`config.mk`:
```
export PLATFORM = sky130hd
export DESIGN_NAME = fbm_ctrl
export DESIGN_NICKNAME = d
export VERILOG_FILES = /design/src/hw/rtl/fbm_pkg.sv /design/src/hw/rtl/fbm_ctrl.sv
export SDC_FILE = /design/constraint.sdc
export NUM_CORES = 1
export LEC_CHECK = 0
export CAP_MARGIN = 20
export CORE_AREA = 5 5 42 44
export DETAILED_ROUTE_END_ITERATION = 8
export DIE_AREA = 0 0 47 49
export DONT_BUFFER_PORTS = 1
export PLACE_DENSITY_LB_ADDON = 0.12
export SETUP_SLACK_MARGIN = 0.2
export SYNTH_ARGS = -nofsm -noshare
export SYNTH_HDL_FRONTEND = slang
export SYNTH_SLANG_ARGS = --single-unit
```
`constraint.sdc`:
```
create_clock -name clk -period 4.6 [get_ports clk]
set_clock_uncertainty 0.15 [all_clocks]
set_input_delay 1.38 -clock clk [delete_from_list [all_inputs] [get_ports clk]]
set_output_delay 1.38 -clock clk [all_outputs]
set_load 0.03 [all_outputs]
```
`src/hw/rtl/fbm_pkg.sv`:
```
// Shared types, constants and helpers for the frame bitmap allocator.
// No dependencies; every other file in this block uses it.
`timescale 1ns / 1ps
`default_nettype none

package fbm_pkg;

  localparam int DEF_BITMAP_WORDS = 4096;

  localparam int CFG_W    = 13;
  localparam int FRAME_W  = 17;
  localparam int STATUS_W = 3;
  localparam int WORD_W   = 32;
  localparam int BIT_W    = 5;

  localparam logic [CFG_W-1:0]  WORDS_IN_USE_RESET = 13'd4096;
  localparam logic [WORD_W-1:0] FULL_WORD          = 32'hFFFF_FFFF;

  localparam logic OP_ALLOC = 1'b0;
  localparam logic OP_FREE  = 1'b1;

  typedef enum logic [STATUS_W-1:0] {
    ST_DONE    = 3'd0,
    ST_MAPPED  = 3'd1,
    ST_FULL    = 3'd2,
    ST_NOFRAME = 3'd3,
    ST_RANGE   = 3'd4
  } status_t;

  // controller -> datapath
  typedef struct packed {
    logic    load_req;   // capture request payload
    logic    scan_start; // clear scan counter
    logic    scan_step;  // issue next scan read
    logic    free_rd;    // read the word named by the free request
    logic    cap;        // hold returned word and its address
    logic    wr;         // write back the updated word
    logic    set_res;    // load result registers
    status_t res_status;
    logic    out_load;   // move result into the output register
  } dp_cmd_t;

  // datapath -> controller
  typedef struct packed {
    logic op;
    logic pf_zero;
    logic pf_range;
    logic found;
    logic scan_done;
    logic out_free;
  } dp_sts_t;

  // index of the lowest clear bit; only used on words that are not full
  function automatic logic [BIT_W-1:0] lowest_zero(input logic [WORD_W-1:0] w);
    logic [BIT_W-1:0] idx;
    idx = '0;
    for (int b = WORD_W - 1; b >= 0; b--) begin
      if (!w[b]) begin
        idx = BIT_W'(b);
      end
    end
    return idx;
  endfunction

endpackage

`default_nettype wire

```
`src/hw/rtl/fbm_ctrl.sv`:
```
// Request sequencer: decode, first-fit scan, read-modify-write, result hand-off.
// Depends on fbm_pkg; commands fbm_datapath.
`timescale 1ns / 1ps
`default_nettype none

module fbm_ctrl (
  input  wire logic             clk,
  input  wire logic             rst,
  input  wire logic             req_valid,
  output logic                  req_ready,
  input  wire fbm_pkg::dp_sts_t sts,
  output fbm_pkg::dp_cmd_t      cmd
);

  typedef enum logic [2:0] {
    S_IDLE,
    S_DECODE,
    S_SCAN,
    S_FREE_WAIT,
    S_WRITE,
    S_EMIT
  } state_t;

  state_t state;
  state_t state_next;

  assign req_ready = (state == S_IDLE);

  always_comb begin
    cmd            = '0;
    cmd.res_status = fbm_pkg::ST_DONE;
    state_next     = state;
    case (state)
      S_IDLE: begin
        if (req_valid) begin
          cmd.load_req = 1'b1;
          state_next   = S_DECODE;
        end
      end
      S_DECODE: begin
        if (sts.op == fbm_pkg::OP_ALLOC) begin
          if (!sts.pf_zero) begin
            cmd.set_res    = 1'b1;
            cmd.res_status = fbm_pkg::ST_MAPPED;
            state_next     = S_EMIT;
          end else begin
            cmd.scan_start = 1'b1;
            state_next     = S_SCAN;
          end
        end else if (sts.pf_zero) begin
          cmd.set_res    = 1'b1;
          cmd.res_status = fbm_pkg::ST_NOFRAME;
          state_next     = S_EMIT;
        end else if (sts.pf_range) begin
          cmd.set_res    = 1'b1;
          cmd.res_status = fbm_pkg::ST_RANGE;
          state_next     = S_EMIT;
        end else begin
          cmd.free_rd = 1'b1;
          state_next  = S_FREE_WAIT;
        end
      end
      S_SCAN: begin
        cmd.scan_step = 1'b1;
        if (sts.found) begin
          cmd.cap    = 1'b1;
          state_next = S_WRITE;
        end else if (sts.scan_done) begin
          cmd.set_res    = 1'b1;
          cmd.res_status = fbm_pkg::ST_FULL;
          state_next     = S_EMIT;
        end
      end
      S_FREE_WAIT: begin
        cmd.cap    = 1'b1;
        state_next = S_WRITE;
      end
      S_WRITE: begin
        cmd.wr         = 1'b1;
        cmd.set_res    = 1'b1;
        cmd.res_status = fbm_pkg::ST_DONE;
        state_next     = S_EMIT;
      end
      S_EMIT: begin
        if (sts.out_free) begin
          cmd.out_load = 1'b1;
          state_next   = S_IDLE;
        end
      end
      default: begin
        state_next = S_IDLE;
      end
    endcase
  end

  always_ff @(posedge clk) begin
    if (rst) begin
      state <= S_IDLE;
    end else begin
      state <= state_next;
    end
  end

endmodule

`default_nettype wire

```
==> impl_metrics.toml <==
[final_layout]
layout.nets = 65
regMostFlops = "state"
layout-drive-gt1-share_pct = 19.23
top_regs = "state x3"
syn_to_final_growth_pct = 13.49
n_fill_cell = 164
diodes = 0
largest_reg_flops = 3

[global_routing]
antenna_found_initial = 0
grt_pass1_vias = 397
grt_max_degree = 15
grt_pass1_wl_um = 1683
grt_use_total_pct = 9.494
grt.overflow.total = 0

[worst_setup_path]
critPathKind = "input pin to output pin"
path_max_fanout = 6
crit_chain = "or3b_1, nor3b_2"
cp.buffers_inverters = 0
cp_slowest_cell = "nor3b_2"
cp_top_family = "simple AND/OR/NAND/NOR gates"
endpoint_kind = "output pin"
required_ps = 3070
rr_startpoint = "state[0]"
path_depth = 2
r2r-end = "state[1]"
cp.arrival_ps = 2310
ff2ff_setup_slack_ps = 2610
r2r_cells = 3
start_kind = "input pin"
setup.worst_path.start = "sts[4]"
crit_path_end = "cmd[7]"
slowest_delay_ps = 540

[timing]
worst_pin_slew_ps = 590.6
fin_crit_ps = 3842
slew_headroom_pct = 60.45
hold_viol = 0
slew_viol_final = 0
fmax_mhz = 260.3
period_share_pct = 83.51
grt_setup_unrepaired = "no"
setup_viol = 0
setup-tns-final_ps = 0

[pwr]
p_int_uw = 83.82
peakVddDrop_v = 0.00009359
p_switching_uw = 65.91
pwr-share-clk_pct = 30.8
power.leakage_nw = 0.1833
netSwitchingFraction_pct = 44.02
powerDensity_nw_per_um2 = 346.9
seqPwrFrac_pct = 27.0
power_frac_comb_pct = 42.2
finalPower_uw = 149.7

[cts]
clk_path_buf_depth = 2
cts_num_sinks = 3
clkTransAtPathRegs_ps = 40
cts.htree.levels = 1
clockRootBuffer = "clkbuf_4"
post_cts.repair.setup_buffers = 0
postCtsResizedCells = 0
cts-buffers-inserted = 3
clk_latency_ps = 230
hold_buffers = 0
tritoncts = "yes"

[routing]
routed_wl_um = 1034
drtAntennaViolNets = 0
drt_iter0_markers = 2
drc_errors = 0
vias = 381
via_per_inst = 5.603
wl_per_cell_um = 15.21
drt_first_pass_iters = 2

[synth]
syn-cell-area_um2 = 380.4
syn_avg_cell_area_um2 = 7.924
synth_warnings = 0
seq_area_frac_synth_pct = 15.79
ys_ff_latch = 3
synth_cell_type_count = 28
synth_area_leader_cell = "dfxtp_1"
yosys.area.top_type_share_pct = 15.79
synth.area.top_cells = "dfxtp_1, ha_1, and3_1"
synth_cells = 48
syn-num-nets = 60

[outcome]
status = "finished, final reports clean"

[place]
port_buffers = 0
place_congestion = 0.6799
dp_hpwl_um = 781.7

[floorplan]
dieArea_um2 = 2303
core-area_um2 = 1401
num_rows = 14
fp.dieW_um = 47
initial_utilization_pct = 27.14
pin_count = 21
die_y_um = 49

[min_path]
hp-class = "flop to flop"

[job]
drv_cap = 0
## area by class of cell
| cell class | instances | area (µm²) | area share (%) |
|---|---|---|---|
| multi-input combinational | 39 | 291.5 | 67.54 |
| sequential | 3 | 60.06 | 13.91 |
| timing repair buffer | 3 | 22.52 | 5.217 |
| inverter | 3 | 11.26 | 2.609 |
| tap | 16 | 20.02 | 4.638 |
| clock buffer | 4 | 26.28 | 6.087 |
## cells in the mapped netlist
library cell and number:
a211oi_1 1, a21oi_2 1, a221oi_1 2, a32oi_1 1, a41oi_1 1, and2_1 1
and3_1 4, and4bb_2 1, buf_2 2, buf_4 1, dfxtp_1 3, ha_1 3
inv_1 3, nand2_1 1, nand3_1 2, nand3b_1 2, nor2_1 4, nor2b_1 2
nor3_1 2, nor3b_1 2, nor3b_2 1, o21ai_0 2, o21ba_1 1, o31ai_1 1
or2b_1 1, or3b_1 1, or4_1 1, or4b_4 1
## power groups by stage
stage	Sequential [mW]	Clock [mW]	Combinational, mW
after floorplan	0.0320	0	0.0585
after global routing	0.0414	0.0487	0.0682
after global placement	0.0402	0	0.0640
after detailed placement	0.0407	0	0.0638
after CTS	0.0402	0.0478	0.0639
final	0.0405	0.0460	0.0632
## worst min path at each step
stage               end  cells past startpoint  slack (ps)     start
2_1_floorplan  state[0]                      3         470  state[1]
3_3_place_gp   state[0]                      2         550  state[2]
3_5_place_dp   state[0]                      2         560  state[2]
4_1_cts        state[0]                      2         570  state[2]
5_1_grt        state[2]                      2         610  state[0]
6_report       state[0]                      2         570  state[2]
## metrics by stage
stage	area (µm²)	util (%)	hold WS, ps	std cells	worst slack, ps
2_1_floorplan	380.4	-	473.1	48	661.8
4_1_cts	431.7	30.80	572.1	68	741.1
3_5_place_dp	405.4	28.93	562.0	64	746.5
3_3_place_gp	405.4	28.93	548.5	64	747.4
5_1_grt	431.7	30.80	614.4	68	712.7
6_report	431.7	30.80	573.7	68	758.5
## cells by family (layout without fill, tap and decap cells)
logic type | after synthesis | count (layout) | synth area share (%)
AOI/OAI and AO/OA | 10 | 10 | 20.73
adders and majority gates | 3 | 3 | 9.869
buffers and inverters | 6 | 10 | 7.566
DFF | 3 | 3 | 15.79
and+or+nand+nor | 26 | 26 | 46.05
## tightest hold or removal path, stage by stage (launching register included)
cell	delay, ps
dfxtp_1	430
nand3b_1	170
a211oi_1	70
## layout by cell type, fill, tap and decap left out, types with 2 or more instances in the layout
cell | synthesis | layout
o21ai_0 | 2 | 2
nor2_1 | 4 | 4
buf_4 | 1 | 3
nand3b_1 | 2 | 2
clkbuf_4 | 0 | 3
and3_1 | 4 | 4
inv_1 | 3 | 3
dfxtp_1 | 3 | 3
nor3_1 | 2 | 2
nand3_1 | 2 | 2
nor3b_1 | 2 | 2
ha_1 | 3 | 3
a221oi_1 | 2 | 2
nor2b_1 | 2 | 2
## metal layers
layer  wire [µm]  part of all wire, %  vias up  global-route usage (%)
met2         550                   53        8                   15.61
met3          66                  6.4        0                   1.476
met1         417                   40      187                   10.94
met4           0                    0        0                   5.530
li1            -                    -      186                       -
met5           0                    0        -                       0
No activity file was read; power rests on OpenSTA's default activity.
